**src/design/clfp_pkg.sv**
```systemverilog
`timescale 1ns / 1ps
`default_nettype none
// ----------------------------------------------------------------------------
// clfp_pkg
// Shared types, constants and helper functions for the Content-Length frame
// parser.
// ----------------------------------------------------------------------------
package clfp_pkg;

  localparam int unsigned PrefixLen = 18;
  localparam int unsigned PmW       = 5;
  localparam logic [31:0] MaxPayloadReset = 32'd1048576;
  localparam logic [31:0] Sat32           = 32'hFFFF_FFFF;

  localparam logic [7:0] ChCr = 8'h0D;
  localparam logic [7:0] ChLf = 8'h0A;

  typedef enum logic [1:0] {
    ST_OK         = 2'd0,
    ST_NO_LENGTH  = 2'd1,
    ST_TOO_LONG   = 2'd2,
    ST_INCOMPLETE = 2'd3
  } status_t;

  typedef enum logic [1:0] {
    PH_HEADER  = 2'd0,
    PH_PAYLOAD = 2'd1
  } phase_t;

  typedef struct packed {
    logic [7:0] data_byte;
    logic       chunk_end;
  } in_item_t;

  typedef struct packed {
    logic [7:0]  out_byte;
    logic        byte_valid;
    logic        frame_end;
    logic [1:0]  status;
    logic [31:0] frame_size;
  } out_item_t;

  // Request after classification by the front end.
  typedef struct packed {
    logic [7:0] data_byte;
    logic [7:0] lower;
    logic       chunk_end;
    logic       is_cr;
    logic       is_lf;
    logic       is_digit;
    logic [3:0] digit;
  } byte_class_t;

  // Lowercase text of the length line prefix, CR LF "content-length: ".
  function automatic logic [7:0] prefix_char(input logic [PmW-1:0] idx);
    logic [7:0] c;
    case (idx)
      5'd0:    c = ChCr;
      5'd1:    c = ChLf;
      5'd2:    c = 8'h63; // c
      5'd3:    c = 8'h6F; // o
      5'd4:    c = 8'h6E; // n
      5'd5:    c = 8'h74; // t
      5'd6:    c = 8'h65; // e
      5'd7:    c = 8'h6E; // n
      5'd8:    c = 8'h74; // t
      5'd9:    c = 8'h2D; // -
      5'd10:   c = 8'h6C; // l
      5'd11:   c = 8'h65; // e
      5'd12:   c = 8'h6E; // n
      5'd13:   c = 8'h67; // g
      5'd14:   c = 8'h74; // t
      5'd15:   c = 8'h68; // h
      5'd16:   c = 8'h3A; // :
      5'd17:   c = 8'h20; // space
      default: c = ChCr;
    endcase
    return c;
  endfunction

endpackage
`default_nettype wire

```
**src/design/clfp_front.sv**
```systemverilog
`timescale 1ns / 1ps
`default_nettype none
// ----------------------------------------------------------------------------
// clfp_front
// Classifies each incoming byte: case folding, line break and digit flags.
// ----------------------------------------------------------------------------
module clfp_front
  import clfp_pkg::*;
(
  input  wire in_item_t    item,
  output byte_class_t      cls
);

  logic [7:0] b;

  assign b = item.data_byte;

  always_comb begin
    cls.data_byte = b;
    cls.chunk_end = item.chunk_end;
    cls.lower     = (b >= 8'h41 && b <= 8'h5A) ? (b + 8'd32) : b;
    cls.is_cr     = (b == ChCr);
    cls.is_lf     = (b == ChLf);
    cls.is_digit  = (b >= 8'h30 && b <= 8'h39);
    cls.digit     = b[3:0];
  end

endmodule
`default_nettype wire

```
**src/design/clfp_queue.sv**
```systemverilog
`timescale 1ns / 1ps
`default_nettype none
// ----------------------------------------------------------------------------
// clfp_queue
// Two-entry queue of classified bytes between the front end and the back end.
// ----------------------------------------------------------------------------
module clfp_queue
  import clfp_pkg::*;
(
  input  wire              clk,
  input  wire              rst_n,
  input  wire              push,
  input  wire byte_class_t push_data,
  output logic             full,
  input  wire              pop,
  output logic             pop_valid,
  output byte_class_t      pop_data
);

  byte_class_t mem_r [2];
  logic        wr_ptr_r, wr_ptr_nxt;
  logic        rd_ptr_r, rd_ptr_nxt;
  logic [1:0]  count_r, count_nxt;

  assign full      = (count_r == 2'd2);
  assign pop_valid = (count_r != 2'd0);
  assign pop_data  = mem_r[rd_ptr_r];

  always_comb begin
    wr_ptr_nxt = push ? ~wr_ptr_r : wr_ptr_r;
    rd_ptr_nxt = pop  ? ~rd_ptr_r : rd_ptr_r;
    count_nxt  = count_r + {1'b0, push} - {1'b0, pop};
  end

  always_ff @(posedge clk) begin
    if (!rst_n) begin
      wr_ptr_r <= 1'b0;
      rd_ptr_r <= 1'b0;
      count_r  <= 2'd0;
    end else begin
      wr_ptr_r <= wr_ptr_nxt;
      rd_ptr_r <= rd_ptr_nxt;
      count_r  <= count_nxt;
    end
  end

  always_ff @(posedge clk) begin
    if (push) begin
      mem_r[wr_ptr_r] <= push_data;
    end
  end

endmodule
`default_nettype wire

```
**src/design/clfp_back.sv**
```systemverilog
`timescale 1ns / 1ps
`default_nettype none
// ----------------------------------------------------------------------------
// clfp_back
// Frame state machine: blank line and length line search, length digits,
// payload countdown, and the registered result stage.
// ----------------------------------------------------------------------------
module clfp_back
  import clfp_pkg::*;
(
  input  wire              clk,
  input  wire              rst_n,
  input  wire              req_valid,
  input  wire byte_class_t req,
  output logic             req_pop,
  input  wire              cfg_we,
  input  wire [31:0]       cfg_wdata,
  output logic             out_valid,
  input  wire              out_stall,
  output out_item_t        out_item
);

  phase_t          phase_r, phase_nxt;
  logic [1:0]      blank_r, blank_nxt;
  logic [PmW-1:0]  pm_r, pm_nxt;
  logic            found_r, found_nxt;
  logic            digits_r, digits_nxt;
  logic [31:0]     plen_r, plen_nxt;
  logic [31:0]     left_r, left_nxt;
  logic [31:0]     fbytes_r, fbytes_nxt;
  logic [31:0]     max_payload_r;
  logic            out_valid_r, out_valid_nxt;
  out_item_t       out_item_r, out_item_nxt;

  logic            room;
  logic [31:0]     fb_inc;
  logic [31:0]     left_dec;
  logic [35:0]     plen_prod;
  logic            done;
  logic [PmW-1:0]  pm_cur;
  logic            emit;
  out_item_t       res;

  // A new request is taken whenever the result register is free or drains.
  assign room    = !out_valid_r || !out_stall;
  assign req_pop = req_valid && room;

  assign out_valid = out_valid_r;
  assign out_item  = out_item_r;

  assign fb_inc    = (fbytes_r == Sat32) ? fbytes_r : fbytes_r + 32'd1;
  assign left_dec  = (left_r != 32'd0) ? left_r - 32'd1 : 32'd0;
  assign plen_prod = {1'b0, plen_r, 3'b000} + {3'b000, plen_r, 1'b0}
                   + {32'd0, req.digit};
  assign done      = (blank_r == 2'd3) && req.is_lf;
  assign pm_cur    = (pm_r < PmW'(PrefixLen)) ? pm_r : '0;

  always_comb begin
    phase_nxt  = phase_r;
    blank_nxt  = blank_r;
    pm_nxt     = pm_r;
    found_nxt  = found_r;
    digits_nxt = digits_r;
    plen_nxt   = plen_r;
    left_nxt   = left_r;
    fbytes_nxt = fbytes_r;
    emit       = 1'b0;
    res        = '0;

    if (req_pop) begin
      fbytes_nxt = fb_inc;
      if (phase_r == PH_PAYLOAD) begin
        res.out_byte   = req.data_byte;
        res.byte_valid = 1'b1;
        emit           = 1'b1;
        left_nxt       = left_dec;
        if (left_dec == 32'd0) begin
          res.frame_end  = 1'b1;
          res.status     = ST_OK;
          res.frame_size = fb_inc;
        end else if (req.chunk_end) begin
          res.status = ST_INCOMPLETE;
        end
      end else begin
        if (req.is_cr) begin
          blank_nxt = (blank_r == 2'd2) ? 2'd3 : 2'd1;
        end else if (req.is_lf && blank_r == 2'd1) begin
          blank_nxt = 2'd2;
        end else begin
          blank_nxt = 2'd0;
        end

        if (digits_r) begin
          if (req.is_digit) begin
            plen_nxt = (plen_prod[35:32] != 4'd0) ? Sat32 : plen_prod[31:0];
          end else begin
            digits_nxt = 1'b0;
          end
        end else if (!found_r) begin
          if (req.lower == prefix_char(pm_cur)) begin
            if (pm_cur == PmW'(PrefixLen - 1)) begin
              found_nxt  = 1'b1;
              digits_nxt = 1'b1;
              plen_nxt   = 32'd0;
              pm_nxt     = '0;
            end else begin
              pm_nxt = pm_cur + PmW'(1);
            end
          end else begin
            pm_nxt = req.is_cr ? PmW'(1) : '0;
          end
        end

        if (done && (!found_nxt || plen_nxt > max_payload_r || plen_nxt == 32'd0)) begin
          emit           = 1'b1;
          res.frame_end  = 1'b1;
          res.frame_size = fb_inc;
          if (!found_nxt) begin
            res.status = ST_NO_LENGTH;
          end else if (plen_nxt > max_payload_r) begin
            res.status = ST_TOO_LONG;
          end else begin
            res.status = ST_OK;
          end
        end else begin
          if (done) begin
            phase_nxt  = PH_PAYLOAD;
            left_nxt   = plen_nxt;
            blank_nxt  = 2'd0;
            pm_nxt     = '0;
            digits_nxt = 1'b0;
          end
          if (req.chunk_end) begin
            emit       = 1'b1;
            res.status = ST_INCOMPLETE;
          end
        end
      end

      // Any frame end starts the next header from scratch.
      if (res.frame_end) begin
        phase_nxt  = PH_HEADER;
        blank_nxt  = 2'd0;
        pm_nxt     = '0;
        found_nxt  = 1'b0;
        digits_nxt = 1'b0;
        plen_nxt   = 32'd0;
        left_nxt   = 32'd0;
        fbytes_nxt = 32'd0;
      end
    end

    if (req_pop) begin
      out_valid_nxt = emit;
    end else if (!out_stall) begin
      out_valid_nxt = 1'b0;
    end else begin
      out_valid_nxt = out_valid_r;
    end
    out_item_nxt = (req_pop && emit) ? res : out_item_r;
  end

  always_ff @(posedge clk) begin
    if (!rst_n) begin
      phase_r       <= PH_HEADER;
      blank_r       <= 2'd0;
      pm_r          <= '0;
      found_r       <= 1'b0;
      digits_r      <= 1'b0;
      plen_r        <= 32'd0;
      left_r        <= 32'd0;
      fbytes_r      <= 32'd0;
      max_payload_r <= MaxPayloadReset;
      out_valid_r   <= 1'b0;
    end else begin
      phase_r     <= phase_nxt;
      blank_r     <= blank_nxt;
      pm_r        <= pm_nxt;
      found_r     <= found_nxt;
      digits_r    <= digits_nxt;
      plen_r      <= plen_nxt;
      left_r      <= left_nxt;
      fbytes_r    <= fbytes_nxt;
      out_valid_r <= out_valid_nxt;
      if (cfg_we) begin
        max_payload_r <= cfg_wdata;
      end
    end
  end

  always_ff @(posedge clk) begin
    out_item_r <= out_item_nxt;
  end

endmodule
`default_nettype wire

```
**src/design/content_length_frame_parser.sv**
```systemverilog
`timescale 1ns / 1ps
`default_nettype none
// ----------------------------------------------------------------------------
// content_length_frame_parser
// Splits a byte stream into header-framed messages sized by their
// Content-Length line and passes the payload bytes out.
//
// Input channel (in_valid / in_stall / in_item): one stream byte per request,
// with a flag that marks the last byte of a received buffer.
// Output channel (out_valid / out_stall / out_item): payload bytes, frame end
// marks with the frame size, error and incomplete-buffer reports. Header
// bytes give no output unless they end a dropped header, an empty frame or a buffer.
// Configuration: cfg_we writes cfg_wdata into the payload size limit.
//
// A byte accepted on the input is classified on its way into a two-entry
// queue, handled by the frame state machine, and its result is registered
// in the result register that drives the output. One byte is handled per
// cycle while a byte is queued and no held result is stalled.
// Reset sets the limit to 1048576 bytes and waits for a header. While the
// receiver stalls, the result register holds; the queue takes up to two more
// bytes before in_stall rises.
// ----------------------------------------------------------------------------
module content_length_frame_parser
  import clfp_pkg::*;
(
  input  wire            clk,
  input  wire            rst_n,
  input  wire            in_valid,
  output logic           in_stall,
  input  wire in_item_t  in_item,
  output logic           out_valid,
  input  wire            out_stall,
  output out_item_t      out_item,
  input  wire            cfg_we,
  input  wire [31:0]     cfg_wdata
);

  byte_class_t cls;
  byte_class_t q_data;
  logic        q_full;
  logic        q_valid;
  logic        q_pop;
  logic        push;

  assign in_stall = q_full;
  assign push     = in_valid && !q_full;

  clfp_front u_front (
    .item (in_item),
    .cls  (cls)
  );

  clfp_queue u_queue (
    .clk       (clk),
    .rst_n     (rst_n),
    .push      (push),
    .push_data (cls),
    .full      (q_full),
    .pop       (q_pop),
    .pop_valid (q_valid),
    .pop_data  (q_data)
  );

  clfp_back u_back (
    .clk       (clk),
    .rst_n     (rst_n),
    .req_valid (q_valid),
    .req       (q_data),
    .req_pop   (q_pop),
    .cfg_we    (cfg_we),
    .cfg_wdata (cfg_wdata),
    .out_valid (out_valid),
    .out_stall (out_stall),
    .out_item  (out_item)
  );

endmodule
`default_nettype wire

```
**config.mk**
```make
export PLATFORM = sky130hd
export DESIGN_NAME = content_length_frame_parser
export DESIGN_NICKNAME = d
export VERILOG_FILES = /design/src/design/clfp_pkg.sv /design/src/design/clfp_front.sv /design/src/design/clfp_queue.sv /design/src/design/clfp_back.sv /design/src/design/content_length_frame_parser.sv
export SDC_FILE = /design/constraint.sdc
export NUM_CORES = 1
export LEC_CHECK = 0
export BUFFER_PORTS_ARGS = -buffer_cell sky130_fd_sc_hd__buf_2
export CORE_UTILIZATION = 30
export CTS_BUF_LIST = sky130_fd_sc_hd__clkbuf_16
export DETAILED_ROUTE_END_ITERATION = 7
export PLACE_DENSITY = 0.47
export SYNTH_ARGS = -nofsm -noshare
export SYNTH_HDL_FRONTEND = slang
export SYNTH_SLANG_ARGS = --single-unit
```
**constraint.sdc**
```tcl
create_clock -name clk -period 7.8 [get_ports clk]
set_input_delay 1.17 -clock clk [delete_from_list [all_inputs] [get_ports clk]]
set_output_delay 1.17 -clock clk [all_outputs]
set_load 0.05 [all_outputs]
```
# After elaboration in Yosys (flattened, before gate mapping)
# Memories as Yosys holds them, arrays and structs flattened. A register that Yosys moved wholly into a read port is not among the register bits.
# Cells that the tools add are included.
dict set report totals {
  regBits 188
  ram_bits 48
  mem_bits_ro 224
  out_inout_bits 46
  word_cells 156
  n_memories 2
}
dict set report classes {
  addsub 8
  order_cmp 6
  n_eq_ne 14
  mux 80
  bitwise 2
  n_reduce_logical 26
}
# name depth width rd rd_ports_with_merged_regs wr line_no
set mem_list {}
lappend mem_list {{(name not given)} 32 7 1 0 0 clfp_pkg.sv:57} ;# case (idx)
lappend mem_list {u_queue.mem_r 2 24 1 1 1 clfp_queue.sv:20} ;# byte_class_t mem_r [2];
# cell n
set ops {}
lappend ops {{32-bit two-way mux} 19}
lappend ops {{35-bit two-way mux} 2}
lappend ops {{32-bit zero test} 2}
lappend ops {{5-bit two-way mux} 9}
lappend ops {{8-bit two-way mux} 5}
lappend ops {{35-bit by 33-bit adder with 36-bit output} 1}
lappend ops {{36-bit by 4-bit adder with 36-bit output} 1}
lappend ops {{32-bit by 1-bit adder with 32-bit output, second input constant} 1}
lappend ops {{32-bit == test, second input constant} 1}
lappend ops {{32-bit > comparator} 1}
lappend ops {{2-bit two-way mux} 16}
lappend ops {{32-bit nonzero test} 1}
lappend ops {{32-bit by 1-bit subtractor with 32-bit output, second input constant} 1}
lappend ops {{1-bit two-way mux} 29}
lappend ops {{8-bit by 4-bit == test with 1-bit output, second input constant} 2}
lappend ops {{8-bit by 6-bit adder with 8-bit output, second input constant} 1}
lappend ops {{8-bit == test} 1}
lappend ops {{8-bit by 6-bit >= comparator with 1-bit output, second input constant} 1}
lappend ops {{8-bit by 7-bit >= comparator with 1-bit output, second input constant} 1}
lappend ops {{8-bit by 6-bit <= comparator with 1-bit output, second input constant} 1}
lappend ops {{8-bit by 7-bit <= comparator with 1-bit output, second input constant} 1}
lappend ops {{1-bit logical AND} 8}
lappend ops {{2-bit == test, second input constant} 3}
lappend ops {{5-bit by 1-bit adder with 5-bit output, second input constant} 1}
lappend ops {{other kinds (17)} 27}

# Logic depth before layout (Yosys ltp)
# Gate-level depths: netlist (run 1).
# An unclocked memory read counts as a cell.
dict set report logic_depth {
  word_depth 22
  ltp_mapped 34
}

# Hierarchy
# From an unflattened synthesis (run 1), not the netlist that was laid out.
dict set report unflattened {
  hier_cells 1810
  area_unflattened_um2 15781.4
}
# mod instances cells_per_inst area_each_um2 seq_area_each_um2
set by_module_without_submodules {}
lappend by_module_without_submodules {clfp_back 1 1673 13410.4 4103.9}
lappend by_module_without_submodules {clfp_queue 1 96 2065.7 1541.5}
lappend by_module_without_submodules {clfp_front 1 40 291.5 0.0}
lappend by_module_without_submodules {content_length_frame_parser 1 1 13.8 0.0}

# Worst setup path after synthesis (run 1)
# No wires, ideal clock.
dict set report synth_path {
  path_kind {register to register}
  from {register (tool-made name)}
  to {register u_back.out_item_r (netlist bit u_back.out_item[0]) (enable)}
  arrival_time_ps 7793
  setup_slack_ps -453
  stages_incl_launch_ff 31
  path_buffers 4
  synth_period_minus_slack_ps 8253
  cell_sequence {dfxtp_1 buf_4 mux2i_1 fa_1 fa_1 nand2b_1 a21o_1 a211oi_1 o211ai_1 a31oi_1 mux2i_2 buf_2 nor2_1 nand2_1 clkbuf_1 o21ai_0 inv_1 ha_1 a21o_1 a21o_1 a211o_1 a21o_1 a21oi_1 o221a_2 nor2_1 o31ai_1 nand3b_1 a31oi_2 buf_4 or2_1 a21oi_1}
}
# element line_no
set synth_lines {}
lappend synth_lines {{end signal: assignment} clfp_back.sv:192} ;# out_item_r <= out_item_nxt;
lappend synth_lines {{end: declaration} clfp_back.sv:33} ;# out_item_t out_item_r, out_item_nxt;

==> flow_summary.yaml, run 1 <==
cts:
  cts.sinks: 218
  clk_pin_slew_ns: 0.06
  cts_tree: "built"
  cts_max_level: 1
  clock_latency_ns: 0.55
  cts_buffer_depth: 3
  cts_root_buffer: "clkbuf_16"
  ctsHoldBuffers: 0
  cts_buffers: 26
final_layout:
  fin_nets: 2093
  num_antenna_cells: 0
  fill_cells: 5363
  area.growth.synth_to_final_pct: 13.65
  regArea_um2: 5105
  final_cells: 2628
  final_layout_size_suffix_gt1_share_pct: 12.73
  multi_input_area_um2: 9425
floorplan:
  io_pins: 92
  die_w_um: 227.8
  core-area_um2: 50270
  num_rows: 82
  initial_utilization_pct: 30.44
  die_y_um: 227.8
  dieArea_um2: 51910
drt:
  totalWireLength_um: 50560
  drc: 0
  ant_nets: 0
  viasPerCell: 5.391
  drt_iter0_drc: 1019
  via_count: 14170
  firstDrtPassIters: 8
  wire_per_inst_um: 19.24
worst_setup_path:
  slowest_delay_ns: 0.59
  worstPathRequired_ns: 8.10
  worstSetupEndpointType: "flip-flop"
  path_common_cell: "ha_1"
  startpoint_type: "flip-flop"
  slowest_stage: "or4_1"
  reg2reg_slack_ns: 0.45
  arrival_ns: 7.65
  cp_max_fo: 51
  crit_type: "flip-flop to flip-flop"
timing:
  rsz0062_at_grt: "false"
  worst_slew_pin_slew_ns: 1.101
  fin_setup_tns_ns: 0
  period_needed_ns: 7.347
  setup_viol: 0
  fmax_ghz: 0.1361
  worst_clock_skew_ns: 0.01668
  maxSlewHeadroom_pct: 26.49
  hold_violations: 0
  fin_crit_sh_pct: 94.19
  drv_slew: 0
worst_hold_path:
  hp-class: "flip-flop to flip-flop"
power_and_ir_drop:
  leakage_nw: 7.135
  vdd_drop_max_uv: 127.7
  p_per_area_nw_per_um2: 194.0
global_routing:
  track_usage_pct: 19.02
  first_global_vias: 13490
  grt_max_degree: 58
  grt-ovfl-total: 0
  antenna_found_initial: 0
  grt_first_pass_wirelength_um: 79560
placement:
  io_buffers: 91
  dpl.hpwl_um: 37640
  dpl.cell_count: 2579
  gp_congestion: 0.9139
yosys:
  synth_area_um2: 15300
  synth_edf_count: 74
  synthDistinctLibCells: 91
  yosys_warnings: 0
  synthTopCellsByArea: "dfxtp_1, edfxtp_1, ha_1"
  synthesis.nets: 2035
  ys_ff_latch: 218
  async_flop_share_pct: 0
  synth_cells: 1878
  yosysTopAreaCell: "dfxtp_1"
  avgSynthCellArea_um2: 8.147
  synth_top_cell_area_share_pct: 18.84
  ys_seq_area_share_pct: 33.36
  synth_top_flop_cell: "dfxtp_1"
status:
  outcome: "complete, no violations"
run:
  cap_violations: 0
## layout by cell type, fill, tap and decap left out, types with 17 or more instances in the layout
master     Yosys  final
nor4_1        37     37
buf_2         27     91
nor3_1        39     39
nand4_1       27     27
or3_1         18     18
a21o_1        29     29
nand3_1       40     40
nor2_1       170    167
o21ai_0      141    139
nand2_1      207    206
edfxtp_1      74     74
o22ai_1       28     28
mux2i_1       50     49
inv_1         99    101
clkbuf_16      0     27
and2_1        21     21
nor2_2        17     19
xnor2_1       37     37
a21oi_1      108    106
ha_1         109    109
o31ai_1       17     17
and3_1        20     20
nand2b_1      19     19
xor2_1        30     30
buf_4          5     47
o21a_1        23     23
o21ai_1       31     30
dfxtp_1      144    144
a31oi_1       17     17
## cells in the mapped netlist, types with 5 or more instances
cell type	instances
clkbuf_1	64
nand3_1	40
inv_1	99
a22oi_1	16
or4_1	8
o221ai_1	5
o21ai_0	141
nor2_2	17
a31oi_1	17
buf_2	27
ha_1	109
o21a_1	23
a21oi_1	108
buf_4	5
nor4_1	37
nor2_1	170
or3_1	18
or2_2	14
xor2_1	30
o211ai_1	16
o2111ai_1	10
edfxtp_1	74
o21ai_1	31
xnor2_1	37
a211oi_1	11
nor3_1	39
a211o_1	5
a21o_1	29
buf_1	10
nand2_1	207
a21boi_0	9
o31ai_1	17
and3_1	20
nand4_1	27
o22ai_1	28
mux2i_1	50
nand2b_1	19
and2_1	21
dfxtp_1	144
nor2b_1	15
## stage by stage
| stage | total power, W | utilization [%] | worst slack (ns) | hold WS [ns] | cell area [um^2] |
|---|---|---|---|---|---|
| 2_1_floorplan | 0.001976 | - | 0.4360 | 0.4416 | 15300 |
| 3_3_place_gp | 0.002222 | 32.88 | 0.05289 | 0.4519 | 16530 |
| 3_5_place_dp | 0.002231 | 32.88 | -0.03732 | 0.4592 | 16530 |
| 4_1_cts | 0.003409 | 34.51 | 0.1058 | 0.4681 | 17350 |
| 5_1_grt | 0.003530 | 34.59 | 0.01545 | 0.4914 | 17390 |
| 6_report | 0.003373 | 34.59 | 0.4533 | 0.4627 | 17390 |
## cells by family after synthesis
family	share of synthesized area (%)
and+or+nand+nor	21.82
muxes	3.655
adders and majority gates	9.175
AOI/OAI and AO/OA	22.36
xor gates and xnor gates	3.982
DFF	33.36
buffers and inverters	5.651
## cell type report
| type | count | share of cell area [%] |
|---|---|---|
| multi-input combinational | 1451 | 54.20 |
| sequential | 218 | 29.36 |
| tap | 672 | 4.835 |
| timing repair buffer | 139 | 4.763 |
| clock buffer | 27 | 3.885 |
| inverter | 100 | 2.159 |
| clock inverter | 21 | 0.7987 |
## repair_timing
action	CTS	global route
pin swaps	0	1
buffers inserted	0	0
cloned	0	1
resized for setup	1	9
setup endpoints to repair	11	147
## path summary, 6_finish.rpt
check,start,end,cells after the start
setup reg to reg,flip-flop,u_back.out_item[16],28
hold / removal,u_back.blank_r[0],u_back.blank_r[0],2
hold reg to reg,u_back.blank_r[0],u_back.blank_r[0],2
setup / recovery,flip-flop,u_back.out_item[16],28
## flip-flops by register name (all words and copies together) (netlist names), 2 cells and up, named ones only
name / flops
u_back.out_item: 44
u_back.fbytes_r: 32
u_back.left_r: 32
u_back.max_payload_r: 32
u_back.plen_r: 32
u_queue.mem_r: 30
u_back.pm_r: 5
u_back.blank_r: 2
u_queue.count_r: 2
## worst max-delay path: cells and delay by family, from the launching register on
family          cells  cell delay, ns
compound gates      7            1.84
fa+ha+maj           4            1.19
buf+inv             4            0.68
flops               1            0.45
mux                 2            0.52
simple gates       11            2.37
## power breakdown
part | switching (W) | internal (W)
Clock | 0.000504 | 0.000662
Sequential | 0.0000489 | 0.00131
Combinational | 0.000640 | 0.000211
## routing by layer
layer  global-route usage (%)  share of wire [%]
met5                        0                  0
met3                    1.963                3.9
met1                    27.06                 49
met4                    5.342                2.5
met2                    30.30                 45
No activity file was read; power rests on OpenSTA's default activity.
==> inputs of run 2 (changes only) <==
REMOVE_ABC_BUFFERS = 1   (was unset)
==> flow_summary.yaml, run 2 (same netlist as run 1, synthesis figures left out) <==
final_layout:
  fin_nets: 2099
  utilization_pct: 34.76
  final_layout_size_suffix_gt1_share_pct: 12.64
  area.growth.synth_to_final_pct: 14.21
  num_antenna_cells: 0
  final_cell_mix: "nand2_1, nor2_1, dfxtp_1, o21ai_0, ha_1"
  fill_cells: 5257
  final_common_cell: "nand2_1"
  final_cells: 2634
  largest_register_ffs: 44
timing:
  period_needed_ns: 7.355
  hold_ws_ns: 0.4701
  maxSlewHeadroom_pct: 24.78
  fin_crit_sh_pct: 94.29
  drv_slew: 0
  fmax_ghz: 0.1360
  fin_setup_tns_ns: 0
  worst_clock_skew_ns: 0.02156
  setup_viol: 0
  hold_violations: 0
  worst_slew_pin_slew_ns: 1.128
  rsz0062_at_grt: "false"
power_and_ir_drop:
  pwr-share-comb_pct: 24.6
  clkPwrFrac_pct: 36.7
  vdd_drop_max_uv: 136.4
  leakage_nw: 7.197
  sequentialPowerShare_pct: 38.7
  p_per_area_nw_per_um2: 199.9
  p_sw_w: 0.001192
  swShare_pct: 34.12
  p_int_w: 0.002301
global_routing:
  track_usage_pct: 19.17
  antenna_found_initial: 0
  grt_first_pass_wirelength_um: 79840
  grt_max_degree: 68
  grt-ovfl-total: 0
  first_global_vias: 13650
drt:
  via_count: 14300
  drt_iter0_drc: 1425
  firstDrtPassIters: 5
  wire_per_inst_um: 19.36
  drc: 0
  ant_nets: 0
  totalWireLength_um: 51000
  viasPerCell: 5.430
worst_setup_path:
  slowest_delay_ns: 0.42
  reg2reg_slack_ns: 0.45
  slowest_stage: "a211oi_1"
  worstSetupEndpointType: "flip-flop"
  cp_max_fo: 11
  crit_type: "flip-flop to flip-flop"
  crit_buf_inv: 3
  worstPathRequired_ns: 8.27
  path_common_cell: "a21o_1"
  startpoint_type: "flip-flop"
  critical_path.top_delay_family: "compound AO/OA/AOI/OAI gates"
  arrival_ns: 7.83
cts:
  cts_tree: "built"
  clk_pin_slew_ns: 0.06
  clock_latency_ns: 0.56
  cts_root_buffer: "clkbuf_16"
  cts_buffers: 26
  cts_max_level: 1
  cts.sinks: 218
  ctsHoldBuffers: 0
  cts_buffer_depth: 3
  cts_setup_buffers: 0
floorplan:
  die_w_um: 227.8
  initial_utilization_pct: 30.44
  dieArea_um2: 51910
  die_y_um: 227.8
  num_rows: 82
  core-area_um2: 50270
  io_pins: 92
status:
  outcome: "complete, no violations"
run:
  cap_violations: 0
placement:
  dpl.hpwl_um: 38250
  dpl.cell_count: 2586
  io_buffers: 91
  gp_congestion: 0.9159
worst_hold_path:
  hp-class: "flip-flop to flip-flop"
[run 2: changes by cell type in the layout (fill, tap and decap cells not counted), moves of 2 or more]
cell,change
clkinv_2,-2
bufinv_16,+4
clkinv_4,-2
inv_6,-2
buf_4,+7
[run 2: tightest hold or removal path: stages (launching register included)]
cell,delay (ns)
dfxtp_1,0.32
nand2_1,0.05
a21oi_1,0.05
[run 2: what timing repair did]
item                                    4_1_cts  5_1_grt
endpoints found under the setup margin        0       43
resized for setup                             0        4
hold endpoints to repair                      0        0
[run 2: final cells by class]
class | count | area (um^2) | share of cell area [%]
Clock inverter | 22 | 241.5 | 1.382
Tap cell | 672 | 840.8 | 4.811
Sequential cell | 218 | 5105 | 29.21
Multi-Input combinational cell | 1450 | 9382 | 53.68
Inverter | 100 | 375.4 | 2.148
Clock buffer | 26 | 650.6 | 3.723
Timing Repair Buffer | 146 | 880.8 | 5.040
[run 2: worst paths after layout]
check               startpoint           endpoint  cells past startpoint
min          u_back.blank_r[0]  u_back.blank_r[0]                      2
max reg2reg          flip-flop  u_back.left_r[10]                     29
min reg2reg  u_back.blank_r[0]  u_back.blank_r[0]                      2
max                  flip-flop  u_back.left_r[10]                     29
[run 2: metal layers]
metal | track usage [%] | wire [um] | part of all wire [%] | vias to the layer above
met5 | 0 | 0 | 0 | -
met4 | 5.173 | 1119 | 2.2 | 0
met1 | 26.65 | 23960 | 47 | 6864
met3 | 2.125 | 2711 | 5.3 | 62
li1 | - | - | - | 6967
met2 | 31.29 | 23210 | 46 | 410
[run 2: power groups by stage]
stage                     Sequential (W)  Clock, W  Combinational (W)
after floorplan                  0.00160         0           0.000354
after global placement           0.00138         0           0.000862
after detailed placement         0.00138         0           0.000862
after CTS                        0.00136   0.00131           0.000866
after global routing             0.00137   0.00135           0.000923
final                            0.00135   0.00128           0.000858
[run 2: through the flow]
step | total power [W] | cell area [um^2] | setup WS [ns]
floorplan | 0.001949 | 14810 | -1.033
global placement | 0.002240 | 16580 | 0.6176
detailed placement | 0.002243 | 16580 | 0.4254
CTS | 0.003534 | 17470 | 0.3960
global route | 0.003643 | 17480 | 0.07345
finish | 0.003493 | 17480 | 0.4453
